## src/rtl/core/wbpp_pkg.sv

```systemverilog
// ----------------------------------------------------------------------------
// wbpp_pkg
// Shared widths, register indexes and beat types of the weighted boundary
// peak picker.
// ----------------------------------------------------------------------------
`default_nettype none

package wbpp_pkg;

   localparam int STRENGTH_W  = 16;
   localparam int WEIGHT_W    = 16;
   localparam int PRODUCT_W   = STRENGTH_W + WEIGHT_W;
   localparam int SUM_W       = PRODUCT_W + 2;
   localparam int FRAC_SHIFT  = 16;
   localparam int VAL_W       = SUM_W - FRAC_SHIFT;
   localparam int OUT_VAL_W   = 19;
   localparam int POSITION_W  = 16;
   localparam int CSR_INDEX_W = 2;
   localparam int CSR_DATA_W  = 16;

   localparam int DEFAULT_SPAN      = 4;
   localparam int DEFAULT_MAX_NOTES = 65536;

   localparam logic [WEIGHT_W-1:0] RESET_WEIGHT_IOI   = 16'd8192;
   localparam logic [WEIGHT_W-1:0] RESET_WEIGHT_PITCH = 16'd4096;
   localparam logic [WEIGHT_W-1:0] RESET_WEIGHT_REST  = 16'd4096;

   typedef enum logic [CSR_INDEX_W-1:0] {
      CSR_WEIGHT_IOI   = 2'd0,
      CSR_WEIGHT_PITCH = 2'd1,
      CSR_WEIGHT_REST  = 2'd2
   } csr_index_type;

   typedef struct packed {
      logic [WEIGHT_W-1:0] ioi;
      logic [WEIGHT_W-1:0] pitch;
      logic [WEIGHT_W-1:0] rest;
   } weights_type;

   typedef struct packed {
      logic             valid;
      logic             last;
      logic [VAL_W-1:0] strength;
   } note_beat_type;

endpackage

`default_nettype wire

```

## src/rtl/core/wbpp_weigh.sv

```systemverilog
// ----------------------------------------------------------------------------
// wbpp_weigh
// Three-stage pipeline that forms the combined strength of one note: input
// register, three parallel multiplies, then the sum scaled down by 2^16.
// ----------------------------------------------------------------------------
`default_nettype none

module wbpp_weigh (
   input  logic                               clock,
   input  logic                               reset,
   input  wbpp_pkg::weights_type              weights,
   input  logic                               in_valid,
   output logic                               in_ready,
   input  logic [wbpp_pkg::STRENGTH_W-1:0]    ioi_strength,
   input  logic [wbpp_pkg::STRENGTH_W-1:0]    pitch_strength,
   input  logic [wbpp_pkg::STRENGTH_W-1:0]    rest_strength,
   input  logic                               last_note,
   output wbpp_pkg::note_beat_type            note_out,
   input  logic                               note_ready
);
   import wbpp_pkg::*;

   logic                  s1_valid_ff;
   logic                  s1_last_ff;
   logic [STRENGTH_W-1:0] s1_ioi_ff;
   logic [STRENGTH_W-1:0] s1_pitch_ff;
   logic [STRENGTH_W-1:0] s1_rest_ff;

   logic                  s2_valid_ff;
   logic                  s2_last_ff;
   logic [PRODUCT_W-1:0]  s2_ioi_ff;
   logic [PRODUCT_W-1:0]  s2_pitch_ff;
   logic [PRODUCT_W-1:0]  s2_rest_ff;

   logic                  s3_valid_ff;
   logic                  s3_last_ff;
   logic [VAL_W-1:0]      s3_strength_ff;

   logic                  s1_ready;
   logic                  s2_ready;
   logic                  s3_ready;
   logic [SUM_W-1:0]      sum;

   assign s3_ready = !s3_valid_ff || note_ready;
   assign s2_ready = !s2_valid_ff || s3_ready;
   assign s1_ready = !s1_valid_ff || s2_ready;
   assign in_ready = s1_ready;

   assign sum = SUM_W'(s2_ioi_ff) + SUM_W'(s2_pitch_ff) + SUM_W'(s2_rest_ff);

   always_ff @(posedge clock) begin
      if (reset) begin
         s1_valid_ff <= 1'b0;
         s2_valid_ff <= 1'b0;
         s3_valid_ff <= 1'b0;
      end else begin
         if (s1_ready) begin
            s1_valid_ff <= in_valid;
         end
         if (s2_ready) begin
            s2_valid_ff <= s1_valid_ff;
         end
         if (s3_ready) begin
            s3_valid_ff <= s2_valid_ff;
         end
      end
   end

   always_ff @(posedge clock) begin
      if (s1_ready) begin
         s1_last_ff  <= last_note;
         s1_ioi_ff   <= ioi_strength;
         s1_pitch_ff <= pitch_strength;
         s1_rest_ff  <= rest_strength;
      end
      if (s2_ready) begin
         s2_last_ff  <= s1_last_ff;
         s2_ioi_ff   <= PRODUCT_W'(s1_ioi_ff) * PRODUCT_W'(weights.ioi);
         s2_pitch_ff <= PRODUCT_W'(s1_pitch_ff) * PRODUCT_W'(weights.pitch);
         s2_rest_ff  <= PRODUCT_W'(s1_rest_ff) * PRODUCT_W'(weights.rest);
      end
      if (s3_ready) begin
         s3_last_ff     <= s2_last_ff;
         s3_strength_ff <= sum[FRAC_SHIFT +: VAL_W];
      end
   end

   assign note_out.valid    = s3_valid_ff;
   assign note_out.last     = s3_last_ff;
   assign note_out.strength = s3_strength_ff;

endmodule

`default_nettype wire

```

## src/rtl/core/weighted_boundary_peak_picker.sv

```systemverilog
// ----------------------------------------------------------------------------
// weighted_boundary_peak_picker
// Weighted boundary strength per note and local-maximum peak picking over a
// window of SPAN notes on each side.
// ----------------------------------------------------------------------------
// Notes arrive on the req_ channel, one beat per note, and results leave on
// the rsp_ channel, one beat per reported position. Weights are written on
// the csr_ port; the user must do so only while the block is idle, which the
// block does not enforce. A note's strength passes the input, product and
// sum registers before it reaches the window; the result for position n
// leaves when note n+SPAN reaches the window, so a result follows its note
// by SPAN notes. Throughput is one note per cycle in the body of a sequence
// unless rsp_stall holds a result. A last note holds the window stage while
// it flushes the pending positions, shifting in empty entries one per cycle
// unless rsp_stall holds a result; the flush gives min(notes, SPAN) result
// beats. The input keeps filling the three-stage weighting pipeline meanwhile
// and stalls only once it is full. When rsp_stall holds a result, the
// result register holds and the stages behind it fill before req_stall rises.
// Reset restores the default weights and clears the window and note count.
// ----------------------------------------------------------------------------
`default_nettype none

module weighted_boundary_peak_picker #(
   parameter int SPAN      = wbpp_pkg::DEFAULT_SPAN,
   parameter int MAX_NOTES = wbpp_pkg::DEFAULT_MAX_NOTES
) (
   input  logic                               clock,
   input  logic                               reset,
   input  logic                               csr_write_enable,
   input  logic [wbpp_pkg::CSR_INDEX_W-1:0]   csr_index,
   input  logic [wbpp_pkg::CSR_DATA_W-1:0]    csr_write_data,
   input  logic                               req_valid,
   output logic                               req_stall,
   input  logic [wbpp_pkg::STRENGTH_W-1:0]    req_ioi_strength,
   input  logic [wbpp_pkg::STRENGTH_W-1:0]    req_pitch_strength,
   input  logic [wbpp_pkg::STRENGTH_W-1:0]    req_rest_strength,
   input  logic                               req_last_note,
   output logic                               rsp_valid,
   input  logic                               rsp_stall,
   output logic [wbpp_pkg::POSITION_W-1:0]    rsp_position,
   output logic [wbpp_pkg::OUT_VAL_W-1:0]     rsp_weighted_strength,
   output logic                               rsp_is_boundary,
   output logic                               rsp_end_of_run
);
   import wbpp_pkg::*;

   localparam int WIN_LEN = 2 * SPAN + 1;
   localparam int NOTE_W  = $clog2(MAX_NOTES);
   localparam int STEP_W  = $clog2(SPAN + 1);

   weights_type        weights_ff;
   note_beat_type      note;
   logic               note_ready;
   logic               in_ready;

   logic [VAL_W-1:0]   window_ff [WIN_LEN];
   logic [VAL_W-1:0]   window_in [WIN_LEN];
   logic [NOTE_W-1:0]  notes_seen_ff;
   logic [NOTE_W-1:0]  flush_cur_ff;
   logic [STEP_W-1:0]  flush_step_ff;
   logic               flushing_ff;

   logic                  rsp_valid_ff;
   logic [POSITION_W-1:0] rsp_position_ff;
   logic [VAL_W-1:0]      rsp_strength_ff;
   logic                  rsp_is_boundary_ff;
   logic                  rsp_end_of_run_ff;

   logic               out_ready;
   logic               take;
   logic               flush_go;
   logic               last_eff;
   logic               final_step;
   logic [NOTE_W-1:0]  cur_now;
   logic [STEP_W-1:0]  step_now;
   logic               emit;
   logic               peak;

   always_ff @(posedge clock) begin
      if (reset) begin
         weights_ff.ioi   <= RESET_WEIGHT_IOI;
         weights_ff.pitch <= RESET_WEIGHT_PITCH;
         weights_ff.rest  <= RESET_WEIGHT_REST;
      end else if (csr_write_enable) begin
         unique case (csr_index)
            CSR_WEIGHT_IOI:   weights_ff.ioi   <= csr_write_data;
            CSR_WEIGHT_PITCH: weights_ff.pitch <= csr_write_data;
            CSR_WEIGHT_REST:  weights_ff.rest  <= csr_write_data;
            default: ;
         endcase
      end
   end

   wbpp_weigh u_weigh (
      .clock          (clock),
      .reset          (reset),
      .weights        (weights_ff),
      .in_valid       (req_valid),
      .in_ready       (in_ready),
      .ioi_strength   (req_ioi_strength),
      .pitch_strength (req_pitch_strength),
      .rest_strength  (req_rest_strength),
      .last_note      (req_last_note),
      .note_out       (note),
      .note_ready     (note_ready)
   );

   assign req_stall  = !in_ready;
   assign out_ready  = !rsp_valid_ff || !rsp_stall;
   assign note_ready = !flushing_ff && out_ready;
   assign take       = note.valid && note_ready;
   assign flush_go   = flushing_ff && out_ready;
   assign last_eff   = note.last || (notes_seen_ff == NOTE_W'(MAX_NOTES - 1));
   assign final_step = flushing_ff && (flush_step_ff == STEP_W'(SPAN));
   assign cur_now    = flushing_ff ? flush_cur_ff : notes_seen_ff;
   assign step_now   = flushing_ff ? flush_step_ff : '0;
   assign emit       = ((NOTE_W + 1)'(cur_now) + (NOTE_W + 1)'(step_now))
                       >= (NOTE_W + 1)'(SPAN);

   always_comb begin
      window_in[0] = flushing_ff ? '0 : note.strength;
      for (int i = 1; i < WIN_LEN; i++) begin
         window_in[i] = window_ff[i-1];
      end
   end

   // Entries of absent positions are zero and never beat the center value.
   always_comb begin
      peak = 1'b1;
      for (int k = 1; k <= SPAN; k++) begin
         if (window_in[SPAN+k] > window_in[SPAN] ||
             window_in[SPAN-k] > window_in[SPAN]) begin
            peak = 1'b0;
         end
      end
   end

   always_ff @(posedge clock) begin
      if (reset) begin
         for (int i = 0; i < WIN_LEN; i++) begin
            window_ff[i] <= '0;
         end
         notes_seen_ff <= '0;
         flushing_ff   <= 1'b0;
         flush_step_ff <= '0;
         flush_cur_ff  <= '0;
      end else if (take) begin
         for (int i = 0; i < WIN_LEN; i++) begin
            window_ff[i] <= window_in[i];
         end
         if (last_eff) begin
            notes_seen_ff <= '0;
            flushing_ff   <= 1'b1;
            flush_step_ff <= STEP_W'(1);
            flush_cur_ff  <= notes_seen_ff;
         end else begin
            notes_seen_ff <= notes_seen_ff + NOTE_W'(1);
         end
      end else if (flush_go) begin
         for (int i = 0; i < WIN_LEN; i++) begin
            window_ff[i] <= final_step ? '0 : window_in[i];
         end
         if (final_step) begin
            flushing_ff <= 1'b0;
         end
         flush_step_ff <= flush_step_ff + STEP_W'(1);
      end
   end

   always_ff @(posedge clock) begin
      if (reset) begin
         rsp_valid_ff <= 1'b0;
      end else if (out_ready) begin
         rsp_valid_ff <= (take || flush_go) && emit;
      end
   end

   always_ff @(posedge clock) begin
      if (out_ready) begin
         rsp_position_ff    <= POSITION_W'(cur_now) + POSITION_W'(step_now)
                               - POSITION_W'(SPAN);
         rsp_strength_ff    <= window_in[SPAN];
         rsp_is_boundary_ff <= peak && !final_step;
         rsp_end_of_run_ff  <= final_step;
      end
   end

   assign rsp_valid             = rsp_valid_ff;
   assign rsp_position          = rsp_position_ff;
   assign rsp_weighted_strength = OUT_VAL_W'(rsp_strength_ff);
   assign rsp_is_boundary       = rsp_is_boundary_ff;
   assign rsp_end_of_run        = rsp_end_of_run_ff;

   a_final_not_boundary: assert property (@(posedge clock) disable iff (reset)
      rsp_valid_ff && rsp_end_of_run_ff |-> !rsp_is_boundary_ff)
      else $error("final result of a run is flagged as a boundary");

   a_flush_step_range: assert property (@(posedge clock) disable iff (reset)
      flushing_ff |-> (flush_step_ff != '0) && (flush_step_ff <= STEP_W'(SPAN)))
      else $error("flush step counter out of range");

   a_flush_ends_clean: assert property (@(posedge clock) disable iff (reset)
      final_step && out_ready |=> !flushing_ff && rsp_valid_ff && rsp_end_of_run_ff)
      else $error("flush did not end with the final result");

   a_no_take_in_flush: assert property (@(posedge clock) disable iff (reset)
      flushing_ff |-> notes_seen_ff == '0)
      else $error("note count advanced during a flush");

   a_count_range: assert property (@(posedge clock) disable iff (reset)
      notes_seen_ff <= NOTE_W'(MAX_NOTES - 1))
      else $error("note count passed the sequence limit");

endmodule

`default_nettype wire
```

## config.mk

```make
export PLATFORM = sky130hd
export DESIGN_NAME = weighted_boundary_peak_picker
export DESIGN_NICKNAME = d
export VERILOG_FILES = /design/src/rtl/core/wbpp_pkg.sv /design/src/rtl/core/wbpp_weigh.sv /design/src/rtl/core/weighted_boundary_peak_picker.sv
export SDC_FILE = /design/constraint.sdc
export NUM_CORES = 2
export LEC_CHECK = 0
export BUFFER_PORTS_ARGS = -buffer_cell sky130_fd_sc_hd__buf_2
export CORE_ASPECT_RATIO = 0.6
export CORE_MARGIN = 3
export CORE_UTILIZATION = 55
export CTS_BUF_LIST = sky130_fd_sc_hd__clkbuf_8
export CTS_CLUSTER_DIAMETER = 30
export DETAILED_ROUTE_END_ITERATION = 10
export GPL_TIMING_DRIVEN = 1
export PLACE_DENSITY = 0.74
export SYNTH_ARGS = -nofsm -noshare
export SYNTH_HDL_FRONTEND = slang
export SYNTH_HIERARCHICAL = 1
export SYNTH_SLANG_ARGS = --single-unit
```

## constraint.sdc

```tcl
create_clock -name clock -period 7.9 [get_ports clock]
set_clock_uncertainty 0.1 [all_clocks]
set_input_delay 0.395 -clock clock [delete_from_list [all_inputs] [get_ports clock]]
set_output_delay 0.395 -clock clock [all_outputs]
set_load 0.005 [all_outputs]
```

==> flow_summary.ini <==
[run_status]
status = finished, final reports clean

[worst_setup_path]
cp_cell_sequence = and2_1, fa_1, inv_1, fa_1, fa_1, fa_1, inv_1, fa_1, inv_1, fa_1, inv_1, ha_1, a21o_1, a21o_1, a21o_1, a21oi_1, o21ai_1, o211ai_1, nand4_1, a211oi_1, o21bai_1, xnor2_1
crit_buf_inv = 4
timing.rr.start = u_weigh/s1_ioi_ff[5]
cp_data_arrival_time_ns = 7.40
cp-startpoint = u_weigh/s1_ioi_ff[5]
critPathSlowestCell = edfxtp_1
worst-path-stages = 22
rrSetupSlack_ns = 0.86
cp_max_fo = 16
r2r_cells = 22
cp-start-kind = register
reg2reg_to = u_weigh/s2_ioi_ff[31]
crit_required_ns = 8.26
criticalPathCategory = reg -> reg
cp_top_family = adder cells
crit_top_cell = fa_1
max_stage_delay_ns = 0.68
endpoint_kind = register

[die]
start_util = 0.5612
die_x_um = 380.1
core_mm2 = 0.08229
rows = 81
io_pins = 111
die_area_mm2 = 0.08759
die_y_um = 230.5

[grt]
grt_overflow = 0
grt_use_total = 0.2662
grt_pass1_vias = 33190
antenna_found_initial = 2
grt_first_pass_wirelength_um = 183000
grt_max_degree = 90

[timing]
whs_ns = 0.1879
max_clock_freq_mhz = 142.0
fin_crit_sh = 0.8916
tightest_slew_ns = 1.209
finalHoldViolCount = 0
slew_headroom = 0.1904
post-route-min-period_ns = 7.043
setup_viol = 0
setup_tns_ns = 0
rsz0062_at_grt = false
final_max_slew_viol_count = 0

[logic_synthesis]
syn_area_per_cell_um2 = 10.13
synth_ff_type = edfxtp_1
yosys_warnings = 6
synthArstFlopShare = 0
synthSimpleGateAreaFrac = 0.1565
yosysTopAreaCell = fa_1
synth_most_common_cell = inv_1
synthCells = 4560
yosysSeqAreaShare = 0.2625
synth_compound_area_frac = 0.06673
muxShareOfSynthArea = 0.004335
synth_edf_count = 345
synthTopCellsByCount = inv_1, fa_1, nand2_1, ha_1, and2_1
ys_types = 87
synth_area_leaders = fa_1, edfxtp_1, ha_1
synth_seq_cells = 433
synth_top_family_by_area = adder cells
synthXorXnorAreaFrac = 0.02541
synthAdderAreaFrac = 0.4079
synth_fp_nets = 5768
syn-cell-area_mm2 = 0.04618
synth_top_cell_area_share = 0.2670

[final_layout]
drive_gt1_frac = 0.06884
nFillCells = 6791
area_growth_pct = 9.269
finalNonFillerCells = 5900
fin_nets = 5920

[clocking]
htreeDepth = 3
cts_tree = yes
path_clk_slew_ns = 0.06
clockBufferDepth = 3
numCtsBuffers = 86
cts_sinks = 433
clock-root-buffer = clkbuf_8
clk_latency_ns = 0.72
post_cts_resized = 0
post-cts-setup-buffers = 0

[hold_path]
hold_start = csr_index[0]
holdPathEnd = weights_ff[46]
worstHoldPathCells = 4
hold_class = in -> reg

[pwr]
p_leak_nw = 24.10
ir_drop_uv = 250.4
power.density_mw_per_mm2 = 181.0

[route]
vias_per_cell = 5.450
first_pass_iters = 6
wl_per_cell_um = 19.24
drc = 0
vias = 32160
finalWirelength_um = 113500
postRouteAntennaNets = 0
drtIter0Drc = 2532

[place]
placed_cells = 5677
hpwl_um = 88630
io_buffers = 109
place_congestion = 0.9393

[flow_run]
drv_cap = 0
[per-layer routing]
layer	vias up	track usage	wire length, um
li1	14940	-	-
met1	15730	0.3920	51590
met2	1329	0.3869	47660
met3	156	0.08249	12060
met4	0	0.05832	2172
met5	-	0	0
[power by group]
group          internal (mW)  switching, mW
clock network           1.52           1.07
logic                   1.39           1.95
registers               2.89          0.314
[state kept, by name, summed over array words and instances, names as in the netlist, 18 cells and up]
signal	count
window_ff	144
weights_ff	48
u_weigh/s2_ioi_ff	32
u_weigh/s2_pitch_ff	32
u_weigh/s2_rest_ff	32
rsp_strength_ff	18
u_weigh/s3_strength_ff	18
[placed cells by master, fill, tap and decap left out, types with 63 or more instances in the layout]
| cell type | n |
|---|---|
| a21o_1 | 69 |
| a21oi_1 | 196 |
| and2_1 | 492 |
| buf_2 | 108 |
| clkbuf_8 | 92 |
| dfxtp_1 | 87 |
| dlygate4sd3_1 | 67 |
| edfxtp_1 | 345 |
| fa_1 | 616 |
| ha_1 | 520 |
| inv_1 | 790 |
| nand2_1 | 587 |
| nor2_1 | 96 |
| o21ai_0 | 63 |
| xnor2_1 | 89 |
[metrics by stage]
stage / setup WS, ns / instance area (um2) / utilization / power [mW]
2_1_floorplan: 1.614 / 46180 / - / 5.464
3_3_place_gp: 1.058 / 47840 / 0.5813 / 6.383
3_5_place_dp: 0.9419 / 47840 / 0.5813 / 6.464
4_1_cts: 0.9520 / 50460 / 0.6131 / 9.127
5_1_grt: 0.5653 / 50460 / 0.6132 / 9.746
6_report: 0.8567 / 50460 / 0.6132 / 9.131
[cells by family after synthesis]
| family | after synthesis |
|---|---|
| buffers and inverters | 928 |
| AOI/OAI and AO/OA | 482 |
| xor gates and xnor gates | 134 |
| DFF | 433 |
| and+or+nand+nor | 1429 |
| muxes | 17 |
| other | 1 |
| adders and majority gates | 1136 |
[worst max-delay path by stage]
stage | to | slack [ns]
2_1_floorplan | u_weigh/s2_ioi_ff[28] | 1.61
3_3_place_gp | u_weigh/s2_ioi_ff[30] | 1.06
3_5_place_dp | u_weigh/s2_ioi_ff[31] | 0.94
4_1_cts | u_weigh/s2_ioi_ff[31] | 0.95
5_1_grt | u_weigh/s2_pitch_ff[31] | 0.57
6_report | u_weigh/s2_ioi_ff[31] | 0.86
[worst min-delay path: cells and delay by family]
family                 cells  cell delay [ns]
and+or+nand+nor            2             0.31
AOI/OAI and AO/OA          1             0.05
buffers and inverters      1             0.19
[what timing repair did]
| item | 4_1_cts | 5_1_grt |
|---|---|---|
| endpoints found under the hold margin | 99 | 0 |
| hold buffers | 67 | 0 |
| setup endpoints to repair | 0 | 0 |
[layout make-up]
cell class                      count  area [um2]  area share
Antenna cell                        1       2.502  0.00004959
Clock buffer                       92        1266     0.02509
Clock inverter                     63       681.9     0.01351
Inverter                          777        2920     0.05787
Multi-Input combinational cell   3199       30550      0.6055
Sequential cell                   433       12120      0.2402
Tap cell                         1120        1401     0.02777
Timing Repair Buffer              215        1511     0.02995
Power figures use the tool's default switching activity.
